==> config.mk <==
export PLATFORM = sky130hd
export DESIGN_NAME = cst_useq
export DESIGN_NICKNAME = d
export VERILOG_FILES = /design/src/hdl/cst_pkg.sv /design/src/hdl/cst_useq.sv
export SDC_FILE = /design/constraint.sdc
export NUM_CORES = 1
export LEC_CHECK = 0
export BUFFER_PORTS_ARGS = -buffer_cell sky130_fd_sc_hd__buf_2
export CORE_AREA = 2 2 39 41
export DETAILED_ROUTE_END_ITERATION = 8
export DIE_AREA = 0 0 41 43
export GPL_TIMING_DRIVEN = 0
export MAX_ROUTING_LAYER = met4
export SYNTH_ARGS = -nofsm -noshare
export SYNTH_HDL_FRONTEND = slang
export SYNTH_SLANG_ARGS = --single-unit
==> constraint.sdc <==
create_clock -name clk -period 5.14 [get_ports clk]
set_input_delay 0.257 -clock clk [delete_from_list [all_inputs] [get_ports clk]]
set_output_delay 0.257 -clock clk [all_outputs]
set_load 0.02 [all_outputs]
==> src/hdl/cst_pkg.sv <==
`default_nettype none
package cst_pkg;

	localparam int KEY_BITS = 10;
	localparam int IN_BITS  = 10;
	localparam int NB       = KEY_BITS + 1;
	localparam int QW       = KEY_BITS + 2;
	localparam int CNT_BITS = 32;

	typedef logic [NB-1:0]       node_t;
	typedef logic [QW-1:0]       bound_t;
	typedef logic [CNT_BITS-1:0] cnt_t;
	typedef logic [2:0]          step_t;

	localparam step_t S_CLR   = 3'd0;
	localparam step_t S_IDLE  = 3'd1;
	localparam step_t S_QCHK  = 3'd2;
	localparam step_t S_QRGT  = 3'd3;
	localparam step_t S_QSHF  = 3'd4;
	localparam step_t S_OUT   = 3'd5;
	localparam step_t S_IREAD = 3'd6;
	localparam step_t S_IWRT  = 3'd7;

	typedef enum logic [3:0] {
		OP_NOP    = 4'd0,
		OP_CLR    = 4'd1,
		OP_LOAD   = 4'd2,
		OP_QLEFT  = 4'd3,
		OP_QRIGHT = 4'd4,
		OP_QSHIFT = 4'd5,
		OP_OUT    = 4'd6,
		OP_IREAD  = 4'd7,
		OP_IWRITE = 4'd8
	} op_t;

	typedef enum logic [2:0] {
		C_NEVER        = 3'd0,
		C_ALWAYS       = 3'd1,
		C_NOT_CLR_LAST = 3'd2,
		C_NOT_START    = 3'd3,
		C_Q_DONE       = 3'd4,
		C_NOT_ROOT     = 3'd5
	} cond_t;

	typedef struct packed {
		op_t   op;
		cond_t cond;
		step_t jump_to;
		step_t else_to;
	} uword_t;

	typedef struct packed {
		op_t op;
	} ctrl_t;

	typedef struct packed {
		logic q_done;
		logic clr_last;
		logic at_root;
	} stat_t;

	function automatic uword_t ucode_rom(input step_t s);
		uword_t w;
		case (s)
			S_CLR:   w = '{OP_CLR,    C_NOT_CLR_LAST, S_CLR,   S_IDLE};
			S_IDLE:  w = '{OP_LOAD,   C_NOT_START,    S_IDLE,  S_QCHK};
			S_QCHK:  w = '{OP_QLEFT,  C_Q_DONE,       S_OUT,   S_QRGT};
			S_QRGT:  w = '{OP_QRIGHT, C_NEVER,        S_QRGT,  S_QSHF};
			S_QSHF:  w = '{OP_QSHIFT, C_ALWAYS,       S_QCHK,  S_QCHK};
			S_OUT:   w = '{OP_OUT,    C_NEVER,        S_OUT,   S_IREAD};
			S_IREAD: w = '{OP_IREAD,  C_NEVER,        S_IREAD, S_IWRT};
			S_IWRT:  w = '{OP_IWRITE, C_NOT_ROOT,     S_IREAD, S_IDLE};
			default: w = '{OP_NOP,    C_ALWAYS,       S_IDLE,  S_IDLE};
		endcase
		return w;
	endfunction

	function automatic logic [KEY_BITS-1:0] fit_key(input logic [IN_BITS-1:0] v);
		logic [IN_BITS+KEY_BITS-1:0] w;
		w = {{KEY_BITS{1'b0}}, v};
		return w[KEY_BITS-1:0];
	endfunction

	function automatic cnt_t sat_add(input cnt_t a, input cnt_t b);
		logic [CNT_BITS:0] s;
		s = {1'b0, a} + {1'b0, b};
		return s[CNT_BITS] ? {CNT_BITS{1'b1}} : s[CNT_BITS-1:0];
	endfunction

endpackage
`default_nettype wire

==> src/hdl/cst_useq.sv <==
`default_nettype none
module cst_useq
	import cst_pkg::*;
(
	input  wire   clk,
	input  wire   arst_n,
	input  wire   start,
	input  stat_t stat,
	output ctrl_t ctrl,
	output logic  busy
);

	step_t  step_q;
	uword_t cw;
	logic   take;

	assign cw = ucode_rom(step_q);
	assign busy = (step_q != S_IDLE);

	always_comb begin
		case (cw.cond)
			C_NEVER:        take = 1'b0;
			C_ALWAYS:       take = 1'b1;
			C_NOT_CLR_LAST: take = !stat.clr_last;
			C_NOT_START:    take = !start;
			C_Q_DONE:       take = stat.q_done;
			C_NOT_ROOT:     take = !stat.at_root;
			default:        take = 1'b1;
		endcase
	end

	always_comb begin
		ctrl.op = cw.op;
		if (cw.op == OP_LOAD && !start) begin
			ctrl.op = OP_NOP;
		end
	end

	always_ff @(posedge clk or negedge arst_n) begin
		if (!arst_n) begin
			step_q <= S_CLR;
		end else begin
			step_q <= take ? cw.jump_to : cw.else_to;
		end
	end

endmodule
`default_nettype wire

==> parameters.txt <==
Parameter                              Value

Detailed routing
  Per-cell via count in the routed design ... around 4.5
  Vias post-DR ... roughly 370
  DRC ... 0
  Final Routed Wirelength ... 813 microns
  Number of DRC markers in iteration 0 ... 0
  Drt first pass iters ... 1
  Per-cell routed wire length ... 9.91 microns
  Post-route antenna net violation count ... 0

Clock tree
  Clock latency reported for the late side of the worst-skew pair ... roughly 230 ps
  Deepest clock path buffer count ... 2
  CTS sink count ... 3
  Clock root buffer master ... sky130_fd_sc_hd__clkbuf_4
  Deepest level of the CTS H-tree ... 1
  Number of CTS-inserted buffers ... 3
  Post-CTS clock slew at the launch and capture registers of the worst setup and hold paths ... around 40 ps
  CTS tree ... done

Logic synthesis
  Top cell type's share of synthesized area ... 0.192
  Fraction of the yosys area taken by sequential cells ... 0.192
  Cell variety after synth ... 20
  Post-synthesis cell area ... between 300 and 400 sq um
  Synthesis-stage register bit count ... 3
  Dominant cell type by area after synthesis ... sky130_fd_sc_hd__dfrtp_1
  Gate count after technology mapping ... a little over 50
  Biggest area contributors in the synthesized netlist ... sky130_fd_sc_hd__dfrtp_1 19%, sky130_fd_sc_hd__ha_1 16%, sky130_fd_sc_hd__nand2_1 11%, sky130_fd_sc_hd__nand2b_1 6.4%, sky130_fd_sc_hd__a21boi_0 5.8%
  Syn_nets ... 62
  Average instance area after synthesis ... 7.68 sq um
  Yosys warns ... 0

Power and ir drop
  Part of the total power dissipated in sequential elements ... 0.147
  Net Sw Frac ... 0.494
  Internal power ... 188 uW
  Relative contribution of combinational cells to total power ... 0.743
  Maximum resistive drop on vdd ... 295 uV
  Areal power density over the cells ... about 750 nW/um^2
  Clock network power share ... 0.109
  Switching power total ... between 150 and 200 uW
  Cell leakage power ... 0.244 nW

Timing
  Fin worst setup slack ... ~2900 ps
  Final worst path period need ... 2240 ps
  Final Max Slew Viols ... 0
  Achievable Freq ... around 450 MHz
  Worst slew pin tran ... approximately 400 ps
  Final clock skew ... about 6.0 ps
  RSZ-0062 raised after global routing ... no
  Final sum of negative setup slack ... 0 ps
  Number of failing hold endpoints at the final stage ... 0
  Final number of setup-violating endpoints ... 0
  Relative slew margins ... 0.731
  Period utilization ... 0.437

Global routing
  Total routing usage reported by global routing ... 0.106
  Pin count of the biggest net entering global routing ... 11
  Wire length of the first global-routing pass ... 1290 microns
  Number of global-route vias before repair ... about 340
  Initial antenna violation count ... 0
  Total congestion overflow ... 0

Worst setup path
  Reg2Reg Setup Slack ... a little under 3000 ps
  Worst path required time ... 5250 ps
  Maximum net fanout on the critical path ... 7
  Sort of element at the end of the critical path ... flop
  Number of cells on the worst reg-to-reg path ... 7
  Critical path type ... reg -> reg
  CP startpoint kind ... flop
  Crit path DAT ... roughly 2400 ps

Die
  Row Count ... 14
  Die Width ... 41 microns
  Initial Utilization ... 0.283
  Number of top-level pins ... 11
  Die height ... about 43 microns
  DIE AREA ... 1760 sq um
  Standard cell core area ... ~1400 sq um

Cells and area
  Most frequent cells in the layout ... 11 x sky130_fd_sc_hd__nand2_1, 10 x sky130_fd_sc_hd__buf_2, 5 x sky130_fd_sc_hd__ha_1
  Diode count ... 0
  Most common library cell in the layout ignoring fill and taps ... sky130_fd_sc_hd__nand2_1
  Final standard cell area without fillers ... between 400 and 500 sq um
  Register Area ... approximately 75 sq um
  Share of layout cells above drive strength 1 ... 0.242
  Area of combinational cells with multiple inputs ... a little under 300 sq um
  Fill cell instance count of the final layout ... 146
  Nets ... 78
  Area growth, synth to finish ... 27.2%

Placed design
  Global placement routability congestion ... approximately 0.75
  Placement Cell Area ... approximately 460 sq um
  Worst slack at placement ... 2910 ps
  Detailed placement HPWL ... 597 microns
  Number of buffer cells added on primary ports ... 10

Run status
  Run status ... finished, final reports clean

Min path
  Worst hold path type ... in -> async

Run
  Number of maximum-capacitance constraint violations ... 0
-- cell families (layout without fill, tap and decap cells) --
kind of cell / count (synthesis) / in the layout / synth area share
simple gates: 25 / 25 / 0.335
fa+ha+maj: 5 / 5 / 0.160
mux: 2 / 2 / 0.0639
compound gates: 12 / 12 / 0.192
buf+inv: 4 / 19 / 0.0575
flops: 3 / 3 / 0.192
-- worst max-delay path, cell delays in order, from the launching register on --
cell and delay (ps):
sky130_fd_sc_hd__dfrtp_1 470, sky130_fd_sc_hd__inv_1 160, sky130_fd_sc_hd__ha_1 380, sky130_fd_sc_hd__or2b_1 260, sky130_fd_sc_hd__a221o_1 300, sky130_fd_sc_hd__and3_4 190, sky130_fd_sc_hd__a21boi_0 130, sky130_fd_sc_hd__or2_1 230
-- cells in the mapped netlist, drive strengths merged --
cell	count
a21boi	3
a21oi	3
a221o	1
and2	1
and3	1
buf	1
clkbuf	1
dfrtp	3
ha	5
inv	2
mux2	1
mux2i	1
nand2	11
nand2b	4
nand4b	1
nor2	3
o21a	1
o21ai	4
or2	2
or2b	2
-- power by group through the flow --
stage	Clock (mW)	Combinational [mW]	Sequential, mW
2_1_floorplan	0	0.213	0.0502
3_3_place_gp	0	0.268	0.0551
3_5_place_dp	0	0.271	0.0556
4_1_cts	0.0426	0.274	0.0548
5_1_grt	0.0451	0.302	0.0567
6_report	0.0406	0.276	0.0548
-- final cells by class --
| cell class | instances | share of cell area |
|---|---|---|
| inverters | 2 | 0.0151 |
| clock buffers | 4 | 0.0528 |
| well taps | 16 | 0.0402 |
| flip-flops and latches | 3 | 0.151 |
| repair buffers | 11 | 0.121 |
| plain buffers | 2 | 0.0302 |
| multi-input cells | 44 | 0.590 |
-- how the worst max path moves through the flow --
stage                     start   end  slack, ps
after global placement     flop  flop       2950
after detailed placement   flop  flop       2910
after floorplan            flop  flop       3130
final                      flop  flop       2900
after CTS                  flop  flop       2900
after global routing       flop  flop       2800
-- metrics by stage --
stage | power (mW) | hold slack, ps | util | std cells
after floorplan | 0.263 | -38.6 | - | 51
after global placement | 0.323 | 52.3 | 0.334 | 77
after detailed placement | 0.327 | 52.1 | 0.334 | 77
after CTS | 0.371 | 348 | 0.360 | 82
after global routing | 0.404 | 366 | 0.360 | 82
final | 0.372 | 349 | 0.360 | 82
-- routing by layer --
layer  global-route usage  up-vias  part of all wire
met5                    -        -                 0
met4               0.0200        0                 0
met3               0.0314        0             0.038
met2                0.150        7              0.40
met1                0.149      160              0.56
li1                     -      199                 -
-- repair_timing --
item | CTS | global route
buffers inserted | 0 | 0
hold buffers | 1 | 0
endpoints found under the hold margin | 3 | 0
setup endpoints to repair | 0 | 0
resized for setup | 0 | 0
Note: power is estimated with default switching activity, not from simulation.
